`src/rtl/bbmt_pkg.sv`:
```
// bbmt_pkg: shared type for the bang-bang minimum-time unit.
// No dependencies.
`timescale 1ns / 1ps

package bbmt_pkg;

  // per-cell handshake control: incoming valid and stage advance
  typedef struct packed {
    logic vld;
    logic adv;
  } bbmt_ctl_t;

endpackage

```
`src/rtl/bbmt_select.sv`:
```
// bbmt_select: two stages forming the four candidates and keeping the least valid.
// Depends on bbmt_pkg.
`timescale 1ns / 1ps

module bbmt_select import bbmt_pkg::*; #(
  parameter int WORD_BITS = 32
) (
  input  logic                      clk,
  input  logic                      rst_n,
  input  logic                      vld_i,
  input  logic [1:0]                en_i,
  output logic [1:0]                vld_o,
  input  logic [WORD_BITS-2:0]      accel_i,
  input  logic [WORD_BITS:0]        r0_i,
  input  logic [WORD_BITS:0]        r1_i,
  input  logic                      qneg0_i,
  input  logic                      qneg1_i,
  input  logic signed [WORD_BITS:0] sumv_i,
  input  logic [WORD_BITS:0]        absdv_i,
  output logic [WORD_BITS+1:0]      u_o,
  output logic                      found_o
);

  localparam int W  = WORD_BITS;
  localparam int CW = W + 3;
  localparam int UW = W + 2;

  logic [1:0] vld_r;
  logic signed [CW-1:0] b0, b1, rx0, rx1, absx;
  logic signed [CW-1:0] c [4];
  logic [3:0]    ok;
  logic [UW-1:0] cu_r [4];
  logic [3:0]    ok_r;
  logic [UW-1:0] ua, ub, u_r;
  logic          fa, fb, found_r;

  assign b1   = CW'(sumv_i);
  assign b0   = -b1;
  assign rx0  = $signed({2'b00, r0_i});
  assign rx1  = $signed({2'b00, r1_i});
  assign absx = $signed({2'b00, absdv_i});
  assign c[0] = b0 + rx0;
  assign c[1] = b0 - rx0;
  assign c[2] = b1 + rx1;
  assign c[3] = b1 - rx1;

  always_comb begin
    for (int i = 0; i < 4; i++) begin
      ok[i] = (c[i] >= absx) && (accel_i != '0) && !((i < 2) ? qneg0_i : qneg1_i);
    end
  end

  always_ff @(posedge clk) begin
    if (!rst_n) begin
      vld_r <= '0;
    end else begin
      if (en_i[0]) vld_r[0] <= vld_i;
      if (en_i[1]) vld_r[1] <= vld_r[0];
    end
  end

  always_ff @(posedge clk) begin
    if (en_i[0]) begin
      for (int i = 0; i < 4; i++) cu_r[i] <= c[i][UW-1:0];
      ok_r <= ok;
    end
  end

  always_comb begin
    fa = ok_r[0] | ok_r[1];
    ua = (ok_r[0] && (!ok_r[1] || cu_r[0] < cu_r[1])) ? cu_r[0] : cu_r[1];
    fb = ok_r[2] | ok_r[3];
    ub = (ok_r[2] && (!ok_r[3] || cu_r[2] < cu_r[3])) ? cu_r[2] : cu_r[3];
  end

  always_ff @(posedge clk) begin
    if (en_i[1]) begin
      found_r <= fa | fb;
      u_r     <= (fa && (!fb || ua < ub)) ? ua : ub;
    end
  end

  assign vld_o   = vld_r;
  assign u_o     = u_r;
  assign found_o = found_r;

endmodule

```
`config.mk`:
```
export PLATFORM = sky130hd
export DESIGN_NAME = bbmt_select
export DESIGN_NICKNAME = d
export VERILOG_FILES = /design/src/rtl/bbmt_pkg.sv /design/src/rtl/bbmt_select.sv
export SDC_FILE = /design/constraint.sdc
export NUM_CORES = 1
export LEC_CHECK = 0
export BUFFER_PORTS_ARGS = -buffer_cell sky130_fd_sc_hd__buf_4
export CAP_MARGIN = 40
export CORE_AREA = 2 2 191 193
export CTS_CLUSTER_SIZE = 24
export DETAILED_ROUTE_END_ITERATION = 7
export DIE_AREA = 0 0 193 195
export HOLD_SLACK_MARGIN = 0.02
export PLACE_DENSITY_LB_ADDON = 0.15
export SKIP_LAST_GASP = 1
export SYNTH_ARGS = -nofsm -noshare
export SYNTH_HDL_FRONTEND = slang
export SYNTH_SLANG_ARGS = --single-unit
```
`constraint.sdc`:
```
create_clock -name clk -period 18.3 [get_ports clk]
set_clock_uncertainty 0.2 [all_clocks]
set_input_delay 1.83 -clock clk [delete_from_list [all_inputs] [get_ports clk]]
set_output_delay 1.83 -clock clk [all_outputs]
set_load 0.01 [all_outputs]
```
==> results.toml <==
[worst_setup_path]
r2r_cells = 26
worstSetupPathType = "in2reg"
crit_fanout = 5
worstReg2RegEnd = "u_o[0]$_DFFE_PP_"
cp-start-kind = "input port"
r2r_slack_ns = 11.18
critical_path.top_delay_family = "compound AO/OA/AOI/OAI gates"
end_kind = "flip-flop"
crit_path_top_delay_cell = "o41ai_1"
crit_path_max_incr_delay_ns = 0.71
critPathBufInv = 2
crit_path_end = "ok_r[2]$_DFFE_PP_"
timing.rr.start = "cu_r[0][1]$_DFFE_PP_"
crit_start = "sumv_i[0]"
cp_data_arrival_time_ns = 8.03
cp.required_ns = 18.30
cp.depth = 26

[power]
p_leak_nw = 10.5
power_density_nw_per_um2 = 84.2
peakVddDrop_mv = 0.0751

[layout]
area_growth_pct = 13.0
drive_gt1_share_pct = 11.5
n_fill_cell = 3157
nNetsFinal = 2837
fin_util_pct = 61.6
regArea_um2 = 5240
multiInputGateArea_um2 = 12800
diodes = 0

[timing]
setup_viol = 0
worst_pin_slew_ns = 0.908
period_minus_slack_ns = 8.03
setup-tns-final_ns = 0
slew_headroom_pct = 39.0
period_share_pct = 43.9
drv_slew = 0
rsz0062_at_grt = "false"
hold_viol = 0
max_freq_mhz = 124

[detailed_routing]
drt.antenna.violating_nets = 0
wire_per_inst_um = 20.6
dr.first_iter.drc_count = 1253
drc = 0
wl_um = 56900
via_per_inst = 5.92
firstDrtPassIters = 5
num_vias = 16400

[clock_tree]
cts_resized = 0
cts_setup_buffers = 0
cts_root_buf = "clkbuf_16"
cts_buffers = 17
cts_tree = "yes"
clockBufferDepth = 2
clock_sinks = 175
postCtsHoldBufs = 0
htreeDepth = 4
cts.clk_slew.worst_paths_ns = 0.07
clkLatencyLatePin_ns = 0.44

[floorplan]
dieHeight_um = 195
coreArea_um2 = 35400
initial_utilization_pct = 54.5
rows = 69
io_pins = 207
die-area_um2 = 37600
die_x_um = 193

[logic_synthesis]
synthTopCellsByArea = "edfxtp_1 27%, ha_1 24%, xnor2_1 5.9%, inv_1 5.3%, mux2i_1 5.2%"
syn_nets = 2665
ys_warn_count = 0
synth_cell_types = 67
muxShareOfSynthArea_pct = 5.30
synth_top_family_by_area = "adder cells"
syn_avg_cell_area_um2 = 9.09
synth-edff-count = 173
synth_compound_gate_area_share_pct = 17.4
ys_seq_area_share_pct = 27.1
synth_top_area_share_pct = 26.9
yosysMostFrequentCell = "ha_1"
ys_seq_elements = 175
syn-cell-area_um2 = 19300
synth_ff_type = "edfxtp_1"
synthArstFlopShare_pct = 0
yosys.area.top_type = "edfxtp_1"
yosys.area_share.simple_pct = 12.3
synth-xor-area-share_pct = 6.99
synth_adder_area_share_pct = 24.4
netlist_instances = 2121
synthTopCellsByCount = "370 x ha_1, 273 x inv_1, 182 x a21oi_1"

[placement]
portBuffers = 206
place.gp.congestion = 1.01
dpl.hpwl_um = 49100

[global_route]
grt_pass1_vias = 15400
antenna_found_initial = 0
grt_pass1_wl_um = 86400
track_usage_pct = 30.3
overflow = 0
grt_max_degree = 71

[run]
drv_cap = 0

[outcome]
status = "finished, final reports clean"

[hold_path]
worstHoldPathType = "reg2reg"
state kept, by name, summed over array words and instances, names as in the netlist:
| signal | flops |
|---|---|
| ok_r | 4 |
| vld_o | 2 |
| found_o | 1 |
| u_o | 34 |
| cu_r | 134 |
metal layers:
| layer | global-route usage [%] | vias up | part of all wire (%) | wire [um] |
|---|---|---|---|---|
| met3 | 3.94 | 62 | 7.6 | 4310 |
| met4 | 8.02 | 0 | 2.5 | 1410 |
| met1 | 46.6 | 7738 | 48 | 27500 |
| li1 | - | 7986 | - | - |
| met2 | 44.2 | 585 | 42 | 23700 |
| met5 | 0 | - | 0 | 0 |
layout make-up:
class / count / area share [%]
Clock buffer: 22 / 2.04
Clock inverter: 10 / 0.379
Inverter: 273 / 4.70
Multi-Input combinational cell: 1615 / 58.8
Sequential cell: 175 / 24.0
Tap cell: 461 / 2.65
Timing Repair Buffer: 211 / 7.36
power by group:
part	leakage, nW	internal, mW	switching [mW]
Sequential	1.71	0.546	0.0376
Clock	0.236	0.176	0.155
Combinational	8.53	0.378	0.542
Total	10.5	1.10	0.735
layout by cell type (no fill, tap or decap), drive strengths merged, types with 22 or more instances in the layout:
| cell | Yosys | routed |
|---|---|---|
| a211oi | 24 | 24 |
| a21o | 92 | 92 |
| a21oi | 182 | 182 |
| buf | 6 | 211 |
| clkbuf | 52 | 22 |
| edfxtp | 173 | 173 |
| ha | 370 | 370 |
| inv | 273 | 277 |
| mux2i | 101 | 101 |
| nand2 | 53 | 53 |
| nand2b | 25 | 25 |
| nand4 | 51 | 51 |
| nor2 | 146 | 146 |
| nor2b | 36 | 36 |
| nor3 | 46 | 46 |
| nor4 | 25 | 25 |
| o21ai | 88 | 88 |
| o21bai | 32 | 32 |
| or3 | 22 | 22 |
| xnor2 | 129 | 129 |
| xor2 | 25 | 25 |
how the worst min path moves through the flow:
stage,startpoint,to,slack [ns],cells past startpoint
after floorplan,ok_r[1]$_DFFE_PP_,found_o$_DFFE_PP_,0.33,1
after global placement,vld_o[1]$_SDFFE_PN0P_,vld_o[1]$_SDFFE_PN0P_,0.30,2
after detailed placement,vld_o[1]$_SDFFE_PN0P_,vld_o[1]$_SDFFE_PN0P_,0.32,2
after CTS,vld_o[1]$_SDFFE_PN0P_,vld_o[1]$_SDFFE_PN0P_,0.34,2
after global routing,vld_o[1]$_SDFFE_PN0P_,vld_o[1]$_SDFFE_PN0P_,0.36,2
final,vld_o[1]$_SDFFE_PN0P_,vld_o[1]$_SDFFE_PN0P_,0.34,2
cell families after synthesis:
family | Yosys count
AO/OA/AOI/OAI | 526
AND/OR/NAND/NOR | 459
adder cells (fa/ha/maj) | 374
buffers and inverters | 331
flip-flops | 175
XOR/XNOR | 154
multiplexers | 102
metrics by stage:
step           power [mW]  hold WS (ns)  instance area (um^2)  setup slack (ns)  instances
2_1_floorplan        1.17         0.328                 19300             10.97       2121
3_5_place_dp         1.49         0.324                 21300              9.85       2735
6_report             1.84         0.338                 21800             10.27       2767
3_3_place_gp         1.46         0.301                 21200              9.91       2734
5_1_grt              1.96         0.359                 21800              9.72       2767
4_1_cts              1.83         0.341                 21800             10.29       2767
worst register-to-register path: cells and delay by family (launching register included):
family / cells / cell delay, ns
buffers and inverters: 3 / 0.94
adder cells (fa/ha/maj): 2 / 0.62
AO/OA/AOI/OAI: 14 / 3.25
multiplexers: 2 / 0.72
AND/OR/NAND/NOR: 5 / 0.74
flip-flops: 1 / 0.40
(Power assumes the default switching activity.)
