==> config.mk <==
export PLATFORM = sky130hd
export DESIGN_NAME = bbmt_sqrt_cell
export DESIGN_NICKNAME = d
export VERILOG_FILES = /design/src/rtl/bbmt_pkg.sv /design/src/rtl/bbmt_sqrt_cell.sv
export SDC_FILE = /design/constraint.sdc
export NUM_CORES = 1
export LEC_CHECK = 0
export ABC_AREA = 1
export BUFFER_PORTS_ARGS = -buffer_cell sky130_fd_sc_hd__buf_2
export CORE_AREA = 2 2 262 264
export CTS_BUF_LIST = sky130_fd_sc_hd__clkbuf_8
export CTS_CLUSTER_SIZE = 16
export DETAILED_ROUTE_END_ITERATION = 6
export DIE_AREA = 0 0 264 266
export SLEW_MARGIN = 20
export SYNTH_ARGS = -nofsm -noshare
export SYNTH_HDL_FRONTEND = slang
export SYNTH_SLANG_ARGS = --single-unit
==> constraint.sdc <==
create_clock -name clk -period 1.9 [get_ports clk]
set_clock_uncertainty 0.05 [all_clocks]
set_input_delay 0.19 -clock clk [delete_from_list [all_inputs] [get_ports clk]]
set_output_delay 0.19 -clock clk [all_outputs]
set_load 0.01 [all_outputs]
==> src/rtl/bbmt_pkg.sv <==
// bbmt_pkg: shared type for the bang-bang minimum-time unit.
// No dependencies.
`timescale 1ns / 1ps

package bbmt_pkg;

  // per-cell handshake control: incoming valid and stage advance
  typedef struct packed {
    logic vld;
    logic adv;
  } bbmt_ctl_t;

endpackage

==> src/rtl/bbmt_sqrt_cell.sv <==
// bbmt_sqrt_cell: one root bit of two square roots, digit by digit.
// Depends on bbmt_pkg.
`timescale 1ns / 1ps

module bbmt_sqrt_cell import bbmt_pkg::*; #(
  parameter int WORD_BITS = 32,
  parameter int SIDE_W    = 68
) (
  input  logic                   clk,
  input  logic                   rst_n,
  input  bbmt_ctl_t              ctl_i,
  output logic                   vld_o,
  input  logic [2*WORD_BITS+1:0] rad0_i,
  input  logic [WORD_BITS+3:0]   rem0_i,
  input  logic [WORD_BITS:0]     root0_i,
  input  logic [2*WORD_BITS+1:0] rad1_i,
  input  logic [WORD_BITS+3:0]   rem1_i,
  input  logic [WORD_BITS:0]     root1_i,
  input  logic [SIDE_W-1:0]      side_i,
  output logic [2*WORD_BITS+1:0] rad0_o,
  output logic [WORD_BITS+3:0]   rem0_o,
  output logic [WORD_BITS:0]     root0_o,
  output logic [2*WORD_BITS+1:0] rad1_o,
  output logic [WORD_BITS+3:0]   rem1_o,
  output logic [WORD_BITS:0]     root1_o,
  output logic [SIDE_W-1:0]      side_o
);

  localparam int UQ  = 2 * WORD_BITS + 2;
  localparam int RW  = WORD_BITS + 1;
  localparam int RMW = WORD_BITS + 4;

  logic           vld_r;
  logic [UQ-1:0]  rad0_r, rad1_r;
  logic [RMW-1:0] rem0_r, rem1_r;
  logic [RW-1:0]  root0_r, root1_r;
  logic [SIDE_W-1:0] side_r;

  logic [RMW-1:0] rem2_0, rem2_1, trial0, trial1;
  logic           ge0, ge1;

  assign rem2_0 = {rem0_i[RMW-3:0], rad0_i[UQ-1:UQ-2]};
  assign rem2_1 = {rem1_i[RMW-3:0], rad1_i[UQ-1:UQ-2]};
  assign trial0 = {1'b0, root0_i, 2'b01};
  assign trial1 = {1'b0, root1_i, 2'b01};
  assign ge0    = rem2_0 >= trial0;
  assign ge1    = rem2_1 >= trial1;

  always_ff @(posedge clk) begin
    if (!rst_n) begin
      vld_r <= 1'b0;
    end else if (ctl_i.adv) begin
      vld_r <= ctl_i.vld;
    end
  end

  always_ff @(posedge clk) begin
    if (ctl_i.adv) begin
      rad0_r  <= rad0_i << 2;
      rad1_r  <= rad1_i << 2;
      rem0_r  <= ge0 ? rem2_0 - trial0 : rem2_0;
      rem1_r  <= ge1 ? rem2_1 - trial1 : rem2_1;
      root0_r <= {root0_i[RW-2:0], ge0};
      root1_r <= {root1_i[RW-2:0], ge1};
      side_r  <= side_i;
    end
  end

  assign vld_o   = vld_r;
  assign rad0_o  = rad0_r;
  assign rad1_o  = rad1_r;
  assign rem0_o  = rem0_r;
  assign rem1_o  = rem1_r;
  assign root0_o = root0_r;
  assign root1_o = root1_r;
  assign side_o  = side_r;

endmodule

==> reports/qor.txt <==
Run status = complete, no violations
Worst R2R Setup Slack = 640 ps
Max FO, Critical Path = 3
Total detailed-routing wirelength = 63970 µm
Maximum number of pins on one net before global-route repair = 69
Min cycle time layout = 1885 ps
Max Transition Viols Final = 0
Post-route DRC violation count = 0
Number of input and output port buffers inserted = 672
Power after layout = 0.02039 W
Cell depth of the worst flop-to-flop path = 3
Hold WC Path Type = input port to flip-flop
Maximum capacitance violations = 0
Final HPWL from detailed placement = 48490 µm
Post-layout utilization of the core = 40.96%
End of the worst register-to-register path = vld_o
Filler cell count = 6609
Max H-tree Level = 2
Met2 GRT Util = 29.79%
Kind of capture point of the worst setup path = flip-flop
Critical path class = input port to flip-flop
Maximum clock frequency = 530.5 MHz
Fraction of met1 tracks used by global routing = 21.09%
Die Footprint = 0.07022 mm²
Worst vdd ir = 0.0005345 V
Routability Congestion = 0.8911
Leak = 13.66 nW
Antenna viol nets, final = 0
I/O Pins = 681
Max Root-Sink Buffers = 3
Required time at the endpoint of the critical path = 2230 ps
Core region area = 0.06775 mm²
Tot GR Track Use = 17.42%
Placement row count = 96
Distinct cells, synth = 28
Total placed instance area = 0.02319 mm²
Area growth from synthesis to layout = 66.25%
Via density = 4.188
Effective utilization at floorplan = 24.64%
Final nets = 3452
Number of standard cells in the layout, taps in and fillers out = 3974
Initial antenna violation count = 9
Number of clock buffers inserted by TritonCTS = 58
Synthesized instance count = 1714
Number of iterations in the first detailed-routing pass = 5
Share of the clock period used by the worst path after layout = 99.21%
Count of final setup violators = 0
Worst setup path startpoint = rem0_i[18]
Via count of the first global-routing pass = 16850
Average footprint of a synthesized cell = 9.738 µm²
CTS sink count = 335
Grt ovf = 0
Placed cells = 3528
Post-synthesis sequential element count = 335
Ys Warns = 0
End point of the critical path = rem0_o[33]
Most crowded layer after global routing = met2
Sort of element at the start of the critical path = input port
Final routed wire length divided by cell count = 16.10 µm
Post-synthesis sequential area ratio = 60.21%
Starting DRC count in detailed routing = 1261
Clock latency of the later-clocked register in the worst-skew pair = 640 ps
Number of vias after detailed routing = 16650
First-pass GRT wire length = 94900 µm
Area of all placed cells without fillers = 0.02775 mm²
Total standard cell area after synthesis = 0.01669 mm²
Post CTS Setup Buffer Count = 0
Fraction of layout cells with a size suffix above 1 = 35.82%
Clock slew at the register clock pins of the worst setup and hold paths = 60 ps
Number of hold violations in the final report = 0
Die X-Extent = 264 µm
Die Span Y = 266 µm
Final worst hold slack = 142.3 ps
Met3 Resource Use GR = 3.928%
Clock tree from TritonCTS = done
CTS Root Cell = clkbuf_8
Pwr Density = 734.7 mW/mm²
Worst Path Arrival = 2220 ps
Crit Reg-Reg Startpoint = vld_o
## through the flow
step           setup slack [ps]  setup TNS, ps
6_report                  15.04              0
3_3_place_gp             -423.4         -20720
3_5_place_dp             -437.9         -21560
4_1_cts                   12.49              0
2_1_floorplan             15.59              0
5_1_grt                  -13.30         -34.36
## repair_timing
action	4_1_cts	5_1_grt
hold buffers	335	1
endpoints found under the hold margin	349	1
gates resized for setup	0	44
setup endpoints to repair	0	72
## worst max-delay path: stages
cell	delay, ps
dlygate4sd3_1	540
buf_2	150
ha_4	260
buf_4	110
nand2_1	100
nor2_2	190
inv_1	80
nor3_1	170
nand2_1	160
nand2_1	90
nand2_1	50
nand3_1	70
nand2_1	50
## sequential cells by signal, summed over array words and instances (netlist names)
register  cells
root0_o      33
rem0_o       36
rem1_o       36
rad0_o       64
side_o       68
root1_o      33
rad1_o       64
vld_o         1
## placed cells by master (no fill, tap or decap), types with 6 or more instances in the layout
cell type | synthesis | routed
buf_2 | 6 | 668
nand2_1 | 621 | 606
dlygate4sd3_1 | 0 | 335
edfxtp_1 | 334 | 334
inv_1 | 263 | 281
buf_4 | 4 | 264
nor2_1 | 122 | 115
ha_1 | 70 | 68
clkbuf_8 | 0 | 58
a21oi_1 | 56 | 53
nand3_1 | 55 | 52
xor2_1 | 36 | 36
nand2_2 | 12 | 25
nand3_2 | 22 | 25
nand3b_1 | 22 | 22
o21ai_0 | 18 | 18
clkinv_1 | 0 | 16
nor3_1 | 16 | 15
nor2_2 | 10 | 14
clkinv_2 | 0 | 10
buf_12 | 2 | 10
inv_2 | 9 | 8
nand4_1 | 8 | 8
o21bai_1 | 8 | 8
diode_2 | 0 | 7
nor2_4 | 3 | 6
## layout make-up
type / count / area [µm²] / area share, %
clock buffer: 58 / 798.3 / 2.877
clock inverter: 47 / 209.0 / 0.7530
inverter: 272 / 1028 / 3.706
multi-input combinational: 1092 / 5600 / 20.18
antenna: 7 / 17.52 / 0.06313
timing repair buffer: 1281 / 8942 / 32.23
sequential: 335 / 10050 / 36.22
tap: 882 / 1104 / 3.977
## cell usage after synthesis
cell type	n	area, µm²
a21oi_1	56	280.3
and2_1	3	18.77
buf_12	2	40.04
buf_2	6	30.03
buf_4	4	30.03
buf_6	6	67.56
conb_1	1	3.750
dfxtp_1	1	20.02
edfxtp_1	334	10030
ha_1	70	875.8
inv_1	263	987.2
inv_2	9	33.78
nand2_1	621	2331
nand2_2	12	75.07
nand3_1	55	275.3
nand3_2	22	220.2
nand3b_1	22	165.2
nand4_1	8	50.05
nor2_1	122	457.9
nor2_2	10	62.56
nor2_4	3	33.78
nor3_1	16	80.08
nor4_2	2	25.02
o21a_1	2	15.01
o21ai_0	18	90.09
o21bai_1	8	60.06
xnor2_1	2	17.52
xor2_1	36	315.3
## routing by layer
layer	wire length, µm	vias up	part of all wire [%]
li1	-	8224	-
met1	26370	7652	41
met2	30650	636	48
met3	4464	129	7.0
met4	2467	4	3.9
met5	26	-	0.041
## worst min path at each step
stage	start	slack (ps)	endpoint	depth (start not counted)
after global routing	rem1_i[2]	130	rem1_o[4]	5
after detailed placement	rad0_i[44]	320	rad0_o[46]	1
after floorplan	ctl_i[0]	230	vld_o	1
final	rem1_i[2]	140	rem1_o[4]	5
after global placement	rad1_i[39]	320	rad1_o[41]	1
after CTS	rem1_i[2]	60	rem1_o[4]	5
## logic make-up after synthesis
| kind of cell | after synthesis | share of synthesized area [%] |
|---|---|---|
| and+or+nand+nor | 896 | 22.74 |
| DFF | 335 | 60.21 |
| xor gates and xnor gates | 38 | 1.994 |
| other | 1 | 0.02247 |
| adders and majority gates | 70 | 5.247 |
| AOI/OAI and AO/OA | 84 | 2.669 |
| buffers and inverters | 290 | 7.121 |
## power by group
part / total [W] / switching [W] / internal [W]
sequential: 0.00919 / 0.000221 / 0.00897
clock: 0.00591 / 0.00306 / 0.00285
combinational: 0.00528 / 0.00282 / 0.00246
Note: power is estimated with default switching activity, not from simulation.
