--- config.mk ---
export PLATFORM = sky130hd
export DESIGN_NAME = bbmt_div_cell
export DESIGN_NICKNAME = d
export VERILOG_FILES = /design/src/rtl/bbmt_pkg.sv /design/src/rtl/bbmt_div_cell.sv
export SDC_FILE = /design/constraint.sdc
export NUM_CORES = 1
export LEC_CHECK = 0
export BUFFER_PORTS_ARGS = -buffer_cell sky130_fd_sc_hd__buf_2
export CORE_ASPECT_RATIO = 0.9
export CORE_MARGIN = 1
export CORE_UTILIZATION = 48
export DETAILED_ROUTE_END_ITERATION = 8
export GPL_TIMING_DRIVEN = 1
export HOLD_SLACK_MARGIN = 0.05
export PLACE_DENSITY_LB_ADDON = 0.25
export SLEW_MARGIN = 30
export SYNTH_ARGS = -nofsm -noshare
export SYNTH_HDL_FRONTEND = slang
export SYNTH_SLANG_ARGS = --single-unit
--- constraint.sdc ---
create_clock -name clk -period 3.8 [get_ports clk]
set_input_delay 0.19 -clock clk [delete_from_list [all_inputs] [get_ports clk]]
set_output_delay 0.19 -clock clk [all_outputs]
set_load 0.005 [all_outputs]
--- src/rtl/bbmt_pkg.sv ---
// bbmt_pkg: shared type for the bang-bang minimum-time unit.
// No dependencies.
`timescale 1ns / 1ps

package bbmt_pkg;

  // per-cell handshake control: incoming valid and stage advance
  typedef struct packed {
    logic vld;
    logic adv;
  } bbmt_ctl_t;

endpackage

--- src/rtl/bbmt_div_cell.sv ---
// bbmt_div_cell: one quotient bit of the time division, with saturation tracking.
// Depends on bbmt_pkg.
`timescale 1ns / 1ps

module bbmt_div_cell import bbmt_pkg::*; #(
  parameter int WORD_BITS = 32,
  parameter int NUM_BITS  = 50
) (
  input  logic                 clk,
  input  logic                 rst_n,
  input  bbmt_ctl_t            ctl_i,
  output logic                 vld_o,
  input  logic [WORD_BITS-2:0] accel_i,
  input  logic [NUM_BITS-1:0]  num_i,
  input  logic [WORD_BITS-1:0] rem_i,
  input  logic [WORD_BITS-1:0] quo_i,
  input  logic                 sat_i,
  input  logic                 found_i,
  output logic [NUM_BITS-1:0]  num_o,
  output logic [WORD_BITS-1:0] rem_o,
  output logic [WORD_BITS-1:0] quo_o,
  output logic                 sat_o,
  output logic                 found_o
);

  localparam int W = WORD_BITS;

  logic                vld_r;
  logic [NUM_BITS-1:0] num_r;
  logic [W-1:0]        rem_r, quo_r, rem2, den;
  logic                sat_r, found_r, ge;

  assign rem2 = {rem_i[W-2:0], num_i[NUM_BITS-1]};
  assign den  = {1'b0, accel_i};
  assign ge   = rem2 >= den;

  always_ff @(posedge clk) begin
    if (!rst_n) begin
      vld_r <= 1'b0;
    end else if (ctl_i.adv) begin
      vld_r <= ctl_i.vld;
    end
  end

  always_ff @(posedge clk) begin
    if (ctl_i.adv) begin
      num_r   <= num_i << 1;
      rem_r   <= ge ? rem2 - den : rem2;
      quo_r   <= {quo_i[W-2:0], ge};
      sat_r   <= sat_i | quo_i[W-1];
      found_r <= found_i;
    end
  end

  assign vld_o   = vld_r;
  assign num_o   = num_r;
  assign rem_o   = rem_r;
  assign quo_o   = quo_r;
  assign sat_o   = sat_r;
  assign found_o = found_r;

endmodule

==> results.md <==
Timing:
- Derived from the worst setup path, the maximum achievable clock frequency is roughly 380 MHz.
- For the final database, setup skew stands at 0 ps.
- Measured against its own limit, the worst slew margin works out to 54.5%.
- Summed over all failing endpoints, the final setup total negative slack is 0 ps.
- Setup repair after global routing left no endpoint under its margin.
- The final-report hold violation count was 0.
- The total count of max-transition violations in the final report is 0.
- Of the available clock period, the critical path in the final layout requires 70.1%.
- The smallest clock period supported by the final layout is computed as 2670 ps.
- The count of endpoints failing setup in the final report is 0.
- At the pin with the least slew margin, the transition time is 683 ps.

Detailed routing:
- After detailed routing, the met2 layer carries 9.61 mm of wire.
- In the routed design, unresolved DRC markers number 0.
- The top metal layer carrying routed signals is met4.
- The wire length the detailed router placed on met1 is 7.27 mm.
- The final route contains 5493 vias.
- The total length of routed wires is ~19 mm.
- The first TritonRoute pass finished after 5 iterations.
- The detail route stage leaves a number of antenna-violating nets equal to 0.
- The detailed router finished its first iteration with 545 violations.
- In the routed layout, each cell is associated on average with a via count of 5.32.
- The wire length on met3 is ~1.4 mm.
- In the final routed layout, each cell accounts on average for 18.0 um.

Pwr:
- The share of total power in the clock network is a little under two fifths.
- Net switching is 28.0% of the power.
- The analysis attributes to cell leakage a power of 0.00400 uW.
- The net switching power of the design is 1090 uW.
- Power spread over the standard cell area amounts to 434 mW/mm^2.
- The internal power of the cells totals about 2800 uW.
- Per report_power, the combinational group accounts for 21.3% of the total.
- The worst supply voltage drop on vdd is 378 uV.
- The part of the power in registers is 41.0%.

Synth:
- The async set-reset flop share out of synthesis is 0%.
- The synthesized design contains between 100 and 150 register bits.
- The number of enable flip-flop cells after synthesis is 115.
- Counting every net in the synthesized netlist gives 684.
- The register area share after synthesis is 56.8%.
- The average instance area after synthesis is 12.2 um^2.
- The total standard cell area after synthesis is 0.00612 mm^2.
- In the synthesized netlist, the number of instances is 501.
- The prevailing post-synth register cell is sky130_fd_sc_hd__edfxtp_1.
- The count of unique library cells instantiated by Yosys is 61.
- Yosys printed 0 warnings.

Worst setup path:
- STA classifies the critical path endpoint as a register.
- For this run, the slowest stage of the critical path takes ~440 ps.
- The startpoint of the most critical register-to-register path is vld_o$_SDFFE_PN0P_.
- The worst register-to-register path has a depth of 3.
- Along the worst path, the maximum fanout reaches 13.
- Traced cell by cell, the critical path runs through buf_2, inv_1, ha_1, fa_1, nand2b_1, a211o_1, a21boi_1, o21a_1, o31a_1, or2_2, mux2_1.
- For the worst setup path, the data required time is 3970 ps.
- The critical path is of the in -> reg type.
- STA classifies the critical path startpoint as an input pin.
- The launching instance or port of the critical path is num_i[49].
- The worst register-to-register path ends at vld_o$_SDFFE_PN0P_.
- The buffer and inverter count on the worst path is 2.
- In this run the register-to-register setup slack is roughly 2700 ps.
- The arrival time of data at the critical path endpoint is 2830 ps.
- Among cell families on the critical path, the largest total delay comes from compound AO/OA/AOI/OAI gates.
- The slowest cell on the critical path is sky130_fd_sc_hd__or2_2.

GRT:
- The global router's overall resource usage is about 28%.
- The total overflow left after global routing is 0.
- The initial antenna violation count is 0.
- Entering global routing, the biggest net connects a little under 70 pins.
- The via count of the first global-routing pass is 5259.
- The global-route wire length before repair is 27.6 mm.

Finish:
- After the flow finishes, the layout carries non-filler instances totaling 1033.
- The share of layout cells above drive strength 1 is 38.1%.
- The post-layout net count is 1043.
- After filler insertion, the fill cell instance count of the layout stands at between 800 and 900.
- The area overhead of the layout relative to synthesis is 47.0%.
- The repair_antennas step left the layout with diodes totalling 0.

Run status:
- The flow ran to the end, and the final reports show no timing, DRC or antenna violations.

CTS:
- TritonCTS built the clock tree.
- Clock-pin slew was measured on the worst setup and hold paths at ~60 ps.
- The buffer levels on the longest clock path is 2.
- In this run, post-CTS repair resized a total of 0 instances.
- The clock buffer count from CTS is 17.
- The number of H-tree levels is 4.
- The insertion delay of the later-clocked pin in the worst-skew pair is 410 ps.
- The clock drives roughly 120 sinks.
- Clock tree synthesis selected as its root buffer the cell sky130_fd_sc_hd__clkbuf_16.

Floorplan:
- The area of the placeable core is 0.0122 mm^2.
- The effective utilization at floorplan is 50.1%.
- The number of placement rows is 38.
- The floorplan step set the die width to approximately 120 um.
- roughly 270 I/O pins were placed.
- The die area is 0.0132 mm^2.
- Measured along the y axis, the die boundary spans 109 um.

Placed design:
- Routability-driven placement finished with a final weighted congestion of 0.911.
- The count of buffers added on input and output ports is 265.
- Once detailed placement completed, the half-perimeter wirelength came to 12.6 mm.
- The number of placed cells counting well taps is roughly 900.

Worst hold path:
- In this run the most critical hold path is launched from rem_i[3].
- The end point of the worst hold path is rem_o[4]$_DFFE_PP_.
- The number of cells on the worst hold path is 2.
- The type of the worst min-delay path is in -> reg.

Job:
- The max-capacitance violation count is 0.
==> repair_timing <==
item / 4_1_cts / 5_1_grt
hold endpoints to repair: 83 / 0
setup endpoints to repair: 0 / 0
setup buffers: 0 / 0
hold buffers: 85 / 0
==> Yosys cell counts, drive strengths merged (4+ instances only) <==
cell    count  area share [%]
a211o       4            0.57
a211oi      6            0.82
a21o       10             1.2
a21oi      50             6.4
a31oi       7            0.72
and2        4            0.41
buf         7             1.3
clkbuf     11            0.67
edfxtp    115              56
ha         31             6.3
inv        37             2.3
mux2        9             2.0
nand2      31             1.9
nand2b      5            0.51
nand3       8            0.65
nand4       5            0.51
nor2       27             1.7
nor2b       5            0.51
nor3       25             2.0
nor3b       4            0.49
o211ai      6            0.74
o21ai      19             1.6
or3         6            0.61
xnor2      11             1.6
xor2       12             1.7
==> layout by cell type (no fill, tap or decap), types with 17 or more instances in the layout <==
cell	instances
sky130_fd_sc_hd__a21oi_1	30
sky130_fd_sc_hd__buf_2	264
sky130_fd_sc_hd__clkbuf_16	17
sky130_fd_sc_hd__dlygate4sd3_1	85
sky130_fd_sc_hd__edfxtp_1	115
sky130_fd_sc_hd__ha_1	31
sky130_fd_sc_hd__inv_1	37
sky130_fd_sc_hd__nand2_1	31
sky130_fd_sc_hd__nor2_1	27
sky130_fd_sc_hd__nor3_1	25
sky130_fd_sc_hd__o21ai_0	19
==> worst reg2reg max path, stage by stage (launching register included) <==
cell                            delay (ps)
sky130_fd_sc_hd__dfxtp_1               310
sky130_fd_sc_hd__mux2i_1               120
sky130_fd_sc_hd__nor2b_1                60
sky130_fd_sc_hd__dlygate4sd3_1         550
==> cell type report <==
class / count / area, um^2 / area share, %
Sequential cell: 116 / 3470 / 38.6
Multi-Input combinational cell: 330 / 2390 / 26.5
Timing Repair Buffer: 358 / 2260 / 25.2
Clock buffer: 17 / 425 / 4.73
Tap cell: 160 / 200 / 2.23
Inverter: 37 / 139 / 1.54
Clock inverter: 15 / 105 / 1.17
==> cells by family (layout without fill, tap and decap cells) <==
| family | count (synthesis) | after routing | synth area share (%) |
|---|---|---|---|
| AOI/OAI and AO/OA | 128 | 128 | 15.6 |
| xor gates and xnor gates | 23 | 23 | 3.29 |
| adders and majority gates | 32 | 32 | 6.67 |
| buffers and inverters | 55 | 427 | 4.23 |
| DFF | 116 | 116 | 56.8 |
| muxes | 12 | 12 | 2.45 |
| other | 1 | 1 | 0.0613 |
| and+or+nand+nor | 134 | 134 | 10.9 |
==> per-layer routing <==
layer / up-vias / track usage (%)
met5: - / 0
met4: 0 / 10.4
met3: 25 / 5.02
met2: 246 / 50.7
met1: 2618 / 34.0
li1: 2604 / -
==> power by group through the flow <==
stage	combinational [uW]	sequential, uW	clock [uW]
after floorplan	412	1640	0
after global placement	739	1610	0
after detailed placement	753	1620	0
after CTS	826	1600	1470
after global routing	905	1610	1530
final	832	1600	1470
==> registers in the layout, indices dropped and copies added, names as in the netlist <==
signal / flops
num_o: 49
quo_o: 32
rem_o: 32
found_o: 1
sat_o: 1
vld_o: 1
==> worst max path at each step <==
stage / endpoint / depth (start not counted) / slack, ps
floorplan: rem_o[11]$_DFFE_PP_ / 13 / 970
global placement: rem_o[3]$_DFFE_PP_ / 11 / 770
detailed placement: rem_o[3]$_DFFE_PP_ / 11 / 710
CTS: rem_o[3]$_DFFE_PP_ / 11 / 1140
global route: rem_o[3]$_DFFE_PP_ / 11 / 980
finish: rem_o[8]$_DFFE_PP_ / 11 / 1130
==> stage by stage <==
stage                     area (um^2)  total power [uW]  util [%]  hold slack [ps]  setup slack (ps)
after detailed placement         7610              2370      62.3              368               709
final                            8990              3900      73.6             74.0              1130
after global routing             8990              4050      73.6             76.5               983
after global placement           7610              2350      62.3              366               767
after CTS                        8990              3890      73.6             62.2              1140
after floorplan                  6120              2050         -              289               968
Power figures use the tool's default switching activity.
